[src/comic_pkg.sv]
// Package for the center-of-mass image centering block: codes, state
// encoding, and the command and status words between controller and datapath.
// No dependencies.
package comic_pkg;

  localparam int PIX_W      = 8;
  localparam int COORD_W    = 6;
  localparam int SHIFT_W    = 7;
  localparam int QUOT_STEPS = 7;
  localparam int STEP_W     = 3;

  typedef enum logic [1:0] {
    FUNC_WRITE  = 2'd0,
    FUNC_READ   = 2'd1,
    FUNC_CENTRE = 2'd2,
    FUNC_CLEAR  = 2'd3
  } func_e;

  typedef enum logic [4:0] {
    ST_INIT, ST_IDLE, ST_READ, ST_CLEAR,
    ST_BOX, ST_BOX_END, ST_BOX_CHK,
    ST_SUM, ST_SUM_END,
    ST_DIVR_LOAD, ST_DIVR_RUN, ST_DIVR_STORE,
    ST_DIVC_LOAD, ST_DIVC_RUN, ST_DIVC_STORE,
    ST_SHIFT_CHK, ST_SHIFT, ST_SHIFT_END
  } state_e;

  typedef enum logic [1:0] {
    SCAN_BOX, SCAN_SUM, SCAN_SHIFT
  } scan_mode_e;

  typedef enum logic [1:0] {
    OUT_ZERO, OUT_READ, OUT_CENTRE
  } out_sel_e;

  typedef struct packed {
    logic       wr_input;
    logic       wr_zero;
    logic       zero_all;
    logic       cnt_clr;
    logic       cnt_step;
    logic       scan;
    scan_mode_e mode;
    logic       centre_clr;
    logic       div_load;
    logic       div_sel;
    logic       div_step;
    logic       div_store;
    logic       flip_bank;
    logic       load_out;
    out_sel_e   out_sel;
  } cmd_t;

  typedef struct packed {
    logic last_cell;
    logic scan_bank;
    logic found;
    logic div_last;
    logic zero_shift;
  } sts_t;

endpackage

[src/comic_ctrl.sv]
// Controller of the centering block: sequences init sweep, clear, reads,
// writes and the centering passes. Depends on comic_pkg.
module comic_ctrl (
  input  logic              clk_i,
  input  logic              rst_ni,
  input  logic              in_valid_i,
  input  comic_pkg::func_e  in_func_i,
  output logic              in_ready_o,
  output logic              out_valid_o,
  input  logic              out_ready_i,
  output comic_pkg::cmd_t   cmd_o,
  input  comic_pkg::sts_t   sts_i
);
  import comic_pkg::*;

  state_e state_q, state_d;
  logic   out_valid_q, out_valid_d;
  logic   out_free, accept;

  assign out_free    = !out_valid_q || out_ready_i;
  assign out_valid_o = out_valid_q;
  assign in_ready_o  = (state_q == ST_IDLE) && out_free;
  assign accept      = in_valid_i && in_ready_o;

  always_ff @(posedge clk_i or negedge rst_ni) begin
    if (!rst_ni) begin
      state_q     <= ST_INIT;
      out_valid_q <= 1'b0;
    end else begin
      state_q     <= state_d;
      out_valid_q <= out_valid_d;
    end
  end

  always_comb begin
    state_d    = state_q;
    cmd_o      = '0;
    cmd_o.mode = SCAN_BOX;
    cmd_o.out_sel = OUT_ZERO;
    case (state_q)
      ST_INIT: begin
        cmd_o.wr_zero  = 1'b1;
        cmd_o.zero_all = 1'b1;
        cmd_o.cnt_step = 1'b1;
        if (sts_i.last_cell && sts_i.scan_bank) state_d = ST_IDLE;
      end
      ST_IDLE: begin
        if (accept) begin
          case (in_func_i)
            FUNC_WRITE: begin
              cmd_o.wr_input = 1'b1;
              cmd_o.load_out = 1'b1;
            end
            FUNC_READ: state_d = ST_READ;
            FUNC_CENTRE: begin
              cmd_o.cnt_clr    = 1'b1;
              cmd_o.centre_clr = 1'b1;
              state_d          = ST_BOX;
            end
            default: begin
              cmd_o.cnt_clr = 1'b1;
              state_d       = ST_CLEAR;
            end
          endcase
        end
      end
      ST_READ: begin
        cmd_o.load_out = 1'b1;
        cmd_o.out_sel  = OUT_READ;
        state_d        = ST_IDLE;
      end
      ST_CLEAR: begin
        cmd_o.wr_zero  = 1'b1;
        cmd_o.cnt_step = 1'b1;
        if (sts_i.last_cell) begin
          cmd_o.load_out = 1'b1;
          state_d        = ST_IDLE;
        end
      end
      ST_BOX: begin
        cmd_o.scan     = 1'b1;
        cmd_o.cnt_step = 1'b1;
        if (sts_i.last_cell) state_d = ST_BOX_END;
      end
      ST_BOX_END: state_d = ST_BOX_CHK;
      ST_BOX_CHK: begin
        cmd_o.cnt_clr = 1'b1;
        if (sts_i.found) begin
          state_d = ST_SUM;
        end else begin
          cmd_o.load_out = 1'b1;
          cmd_o.out_sel  = OUT_CENTRE;
          state_d        = ST_IDLE;
        end
      end
      ST_SUM: begin
        cmd_o.scan     = 1'b1;
        cmd_o.mode     = SCAN_SUM;
        cmd_o.cnt_step = 1'b1;
        if (sts_i.last_cell) state_d = ST_SUM_END;
      end
      ST_SUM_END: state_d = ST_DIVR_LOAD;
      ST_DIVR_LOAD: begin
        cmd_o.div_load = 1'b1;
        state_d        = ST_DIVR_RUN;
      end
      ST_DIVR_RUN: begin
        cmd_o.div_step = 1'b1;
        if (sts_i.div_last) state_d = ST_DIVR_STORE;
      end
      ST_DIVR_STORE: begin
        cmd_o.div_store = 1'b1;
        state_d         = ST_DIVC_LOAD;
      end
      ST_DIVC_LOAD: begin
        cmd_o.div_sel  = 1'b1;
        cmd_o.div_load = 1'b1;
        state_d        = ST_DIVC_RUN;
      end
      ST_DIVC_RUN: begin
        cmd_o.div_sel  = 1'b1;
        cmd_o.div_step = 1'b1;
        if (sts_i.div_last) state_d = ST_DIVC_STORE;
      end
      ST_DIVC_STORE: begin
        cmd_o.div_sel   = 1'b1;
        cmd_o.div_store = 1'b1;
        state_d         = ST_SHIFT_CHK;
      end
      ST_SHIFT_CHK: begin
        cmd_o.cnt_clr = 1'b1;
        if (sts_i.zero_shift) begin
          cmd_o.load_out = 1'b1;
          cmd_o.out_sel  = OUT_CENTRE;
          state_d        = ST_IDLE;
        end else begin
          state_d = ST_SHIFT;
        end
      end
      ST_SHIFT: begin
        cmd_o.scan     = 1'b1;
        cmd_o.mode     = SCAN_SHIFT;
        cmd_o.cnt_step = 1'b1;
        if (sts_i.last_cell) state_d = ST_SHIFT_END;
      end
      ST_SHIFT_END: begin
        cmd_o.flip_bank = 1'b1;
        cmd_o.load_out  = 1'b1;
        cmd_o.out_sel   = OUT_CENTRE;
        state_d         = ST_IDLE;
      end
      default: state_d = ST_IDLE;
    endcase
    out_valid_d = cmd_o.load_out ? 1'b1 : (out_valid_q && !out_ready_i);
  end

  a_load_free: assert property (@(posedge clk_i) disable iff (!rst_ni)
    cmd_o.load_out |-> out_free)
    else $error("result overwritten before it was taken");
  a_ready_idle: assert property (@(posedge clk_i) disable iff (!rst_ni)
    in_ready_o |-> state_q == ST_IDLE)
    else $error("word taken while busy");
  a_one_pass: assert property (@(posedge clk_i) disable iff (!rst_ni)
    $onehot0({cmd_o.scan, cmd_o.wr_zero, cmd_o.div_step, cmd_o.div_load}))
    else $error("two passes at once");
endmodule
[config.mk]
export PLATFORM = sky130hd
export DESIGN_NAME = comic_ctrl
export DESIGN_NICKNAME = d
export VERILOG_FILES = /design/src/comic_pkg.sv /design/src/comic_ctrl.sv
export SDC_FILE = /design/constraint.sdc
export NUM_CORES = 1
export LEC_CHECK = 0
export ABC_CLOCK_PERIOD_IN_PS = 1600
export BUFFER_PORTS_ARGS = -buffer_cell sky130_fd_sc_hd__buf_2
export CAP_MARGIN = 20
export CORE_UTILIZATION = 43
export CTS_BUF_LIST = sky130_fd_sc_hd__clkbuf_8 sky130_fd_sc_hd__clkbuf_16
export CTS_CLUSTER_SIZE = 28
export DETAILED_ROUTE_END_ITERATION = 7
export PLACE_DENSITY = 0.74
export SYNTH_ARGS = -nofsm -noshare
export SYNTH_HDL_FRONTEND = slang
export SYNTH_SLANG_ARGS = --single-unit
[constraint.sdc]
create_clock -name clk_i -period 1.6 [get_ports clk_i]
set_clock_uncertainty 0.2 [all_clocks]
set_input_delay 0 -clock clk_i [delete_from_list [all_inputs] [get_ports clk_i]]
set_output_delay 0 -clock clk_i [all_outputs]
set_load 0.03 [all_outputs]
==> results of run 1 <==
==> logic make-up after synthesis <==
kind of cell / after synthesis / share of synthesized area, %
fa+ha+maj: 4 / 6.221
flops: 6 / 18.66
mux: 1 / 1.244
buf+inv: 16 / 11.97
xor+xnor: 4 / 4.355
compound gates: 22 / 20.53
simple gates: 49 / 37.01
==> synth_stat cells (2+ instances only) <==
cell type  instances
a31oi_1            2
nand3_1            2
xor2_1             3
clkbuf_8           2
inv_1             10
nor2b_1            2
a21oi_1            4
a32oi_1            2
nor3b_1            2
o21ai_0            3
nand2_1            8
o21a_1             2
nor2_1             9
o22ai_1            2
nand3b_1           2
buf_6              2
and3_1             4
ha_1               4
dfrtp_1            6
nor3_1             4
or3_1              2
==> metrics by stage <==
step | hold WS, ns | TNS [ns] | cell area (um^2) | util, % | worst slack, ns
2_1_floorplan | -0.4956 | -2.659 | 844.6 | - | -0.4552
3_3_place_gp | -0.3624 | -1.704 | 1217 | 69.75 | -0.2531
3_5_place_dp | -0.3594 | -2.342 | 1217 | 69.75 | -0.3439
==> metrics.yaml, run 1 <==
synth:
  ys.flop_type: "dfrtp_1"
  synthArstFlopShare_pct: 100.0
  synth_seq_cells: 6
  synth_top_cell_by_area: "dfrtp_1"
  synth_cells: 102
  syn_avg_cell_area_um2: 7.887
  synth_area_leaders: "dfrtp_1, ha_1, inv_1"
  synth_nets: 117
  synth_top_cell_area_share_pct: 18.66
  syn_area_um2: 804.5
  yosys_warnings: 0
  synth_cell_types: 46
  ys_seq_area_share_pct: 18.66
  synth_edf_count: 0
status:
  status: "did not finish"
  toolErrorMsg: "[ERROR DPL-0033] detailed placement checks failed during check placement."
  stop_stage: "clock tree synthesis (4_1_cts)"
placed_design:
  place_congestion: 0.8553
  place_inst: 184
  port_buffers: 29
  dp_hpwl_um: 1993
clocking:
  cts-hold-fix-buffers: 3
  clockBufferDepth: 2
  postCtsSetupBuffers: 17
  cts.sinks: 6
  cts_root_buf: "clkbuf_8"
  cts_buffers: 3
  cts_htree_levels: 1
  cts_resized: 68
die:
  initial_core_util_pct: 46.09
  die_w_um: 45.26
  row_count: 15
  io-pin-count: 30
  die_h_um: 45.26
==> run 2, diff against run 1 <==
- ABC_CLOCK_PERIOD_IN_PS: 1600 -> 2080
- CORE_AREA: unset -> 2 2 63 65
- CORE_UTILIZATION: 43 -> unset
- CTS_BUF_LIST: sky130_fd_sc_hd__clkbuf_8 sky130_fd_sc_hd__clkbuf_16 -> unset
- CTS_CLUSTER_SIZE: 28 -> unset
- DIE_AREA: unset -> 0 0 65 67
- PLACE_DENSITY: 0.74 -> unset
- PLACE_DENSITY_LB_ADDON: unset -> 0.15
- clock period: 1.6 -> 2.08 ns (I/O delays scaled with it)
==> metrics.yaml, run 2 <==
status:
  status: "finished clean"
synth:
  post-synth-top-count-cell: "inv_1"
  synth_cell_types: 46
  synth_top_cell_area_share_pct: 18.66
  synth_cells: 102
  synthArstFlopShare_pct: 100.0
  synth_area_leaders: "dfrtp_1, ha_1, inv_1"
  yosys_warnings: 0
  ys_seq_area_share_pct: 18.66
  synth_nets: 117
  synth_common_cells: "inv_1, nor2_1, nand2_1, dfrtp_1"
  ys.flop_type: "dfrtp_1"
  synth_seq_cells: 6
  syn_avg_cell_area_um2: 7.887
  syn_area_um2: 804.5
  synth_top_cell_by_area: "dfrtp_1"
  synth_edf_count: 0
layout:
  final_common_cell: "buf_2"
  drive_gt1_share_pct: 43.84
  area_growth_pct: 45.10
  fin_util_pct: 32.37
  largest_register: "state_q"
  stdcell_count: 194
  diodes: 0
  final_cell_mix: "buf_2, buf_4, inv_1"
  largest_reg_flops: 5
  fin_nets: 163
sta:
  finalSetupViolations: 0
  grt_setup_unrepaired: "true"
  max_freq_mhz: 497.8
  hold_viol_final: 0
  slew_viol_final: 0
  tightest_slew_ns: 0.3463
  relSlewSlack_pct: 76.55
  fin_crit_sh_pct: 96.59
  fin_crit_ns: 2.009
global_routing:
  grt_pass1_vias: 897
  grt_usage_pct: 12.79
  grt_overflow: 0
  grt_max_degree: 14
  grt_pass1_wl_um: 4284
  antenna_found_initial: 0
critical_path:
  path_class: "flop to output port"
  worst-path-buf-inv: 1
  slowest_stage: "dfrtp_2"
  crit_arrival_ns: 1.81
  critPathCaptureType: "output port"
  path_delay_family: "simple AND/OR/NAND/NOR gates"
  crit_chain: "or3_4, nor3b_4, nand2_2, o32ai_2, buf_4"
  cp_max_fo: 9
  crit_required_ns: 1.88
  worst_setup_path_start_kind: "flop"
  worst_path_largest_cell_delay_ns: 0.46
die:
  row_count: 22
  die_h_um: 67
  io-pin-count: 30
  dieArea_um2: 4355
  initial_core_util_pct: 22.31
  die_w_um: 65
  coreArea_um2: 3606
clocking:
  clkSlewWorstSetupHoldPaths_ns: 0.04
  cts_htree_levels: 1
  cts_root_buf: "clkbuf_8"
  clockBufferDepth: 2
  cts_tree: "built"
  clk_latency_ns: 0.22
  cts.sinks: 6
  cts_buffers: 3
route:
  drc: 0
  vias: 909
  drt-initial-drc-count: 38
  firstDrtPassIters: 4
  wl_um: 2600
  post_drt_wl_per_cell_um: 13.40
  viasPerCell: 4.686
  postRouteAntennaNets: 0
placed_design:
  port_buffers: 29
  dp_hpwl_um: 2009
  place_inst: 180
  place_congestion: 0.8084
power:
  vdd_drop_max_uv: 522.0
  p_leak_nw: 0.5905
  power_density_nw_per_um2: 1503
hold_path:
  hold_path.class: "input port to flop"
run:
  cap_violations: 0
run 2: cell counts after synthesis:
Identical to the previous run, type by type.
run 2: final cells by class:
| class | count | area, um^2 |
|---|---|---|
| clock buffer | 3 | 41.29 |
| sequential | 6 | 156.4 |
| fill | 394 | 2439 |
| multi-input combinational | 80 | 579.3 |
| inverter | 10 | 37.54 |
| timing repair buffer | 47 | 292.8 |
| tap | 48 | 60.06 |
run 2: kinds of logic (layout without fill, tap and decap cells):
family / Yosys count / count (layout) / synth area share (%)
fa+ha+maj: 4 / 4 / 6.221
mux: 1 / 1 / 1.244
compound gates: 22 / 22 / 20.53
xor+xnor: 4 / 4 / 4.355
buf+inv: 16 / 60 / 11.97
flops: 6 / 6 / 18.66
simple gates: 49 / 49 / 37.01
run 2: stage by stage:
| stage | hold WS, ns | worst slack, ns | instance area (um^2) | total power [mW] | setup TNS [ns] |
|---|---|---|---|---|---|
| after floorplan | -0.4956 | -0.02416 | 810.8 | 1.177 | -0.02822 |
| after global placement | -0.3615 | 0.07964 | 1010 | 1.448 | 0 |
| after detailed placement | -0.3590 | 0.07534 | 1010 | 1.438 | 0 |
| after CTS | 0.08663 | 0.001295 | 1121 | 1.673 | 0 |
| after global routing | 0.1266 | -0.01336 | 1167 | 1.904 | -0.01336 |
| final | 0.09412 | 0.07097 | 1167 | 1.755 | 0 |
run 2: final timing paths:
path | startpoint | to | slack (ns) | cells after the start
min in group asynchronous | rst_ni | state_q[4] | 0.54 | 3
hold reg to reg | state_q[0] | state_q[4] | 0.48 | 2
max in group asynchronous | rst_ni | state_q[3] | 0.87 | 3
hold / removal | sts_i[4] | out_valid_o | 0.09 | 4
setup reg to reg | state_q[2] | out_valid_o | 0.13 | 6
setup / recovery | state_q[2] | cmd_o[13] | 0.07 | 5
run 2: where the power goes:
group	leakage [nW]	internal, mW	total, mW	switching, mW
logic	0.499	0.543	1.31	0.770
registers	0.0697	0.172	0.262	0.0896
clock network	0.0216	0.125	0.180	0.0549
total	0.590	0.840	1.75	0.914
run 2: worst register-to-register path, stage by stage (launching register included):
cell     delay, ns
dfrtp_2       0.46
buf_4         0.18
nor3b_1       0.14
a32oi_1       0.16
o22ai_1       0.11
a31oi_1       0.21
or3b_1        0.36
run 2: per-layer routing:
metal	vias up	GRT usage [%]	share of wire, %
met4	0	7.181	2.5
met5	-	0	0
met3	6	1.014	6.6
met2	37	20.36	45
li1	448	-	-
met1	418	16.95	45
run 2: timing repair:
| action | in CTS | in global routing |
|---|---|---|
| gates resized for setup | 5 | 3 |
| endpoints found under the hold margin | 8 | 0 |
| pin swaps | 0 | 4 |
| endpoints found under the setup margin | 3 | 3 |
| buffers inserted | 3 | 4 |
| hold buffers | 4 | 0 |
(Power assumes the default switching activity.)
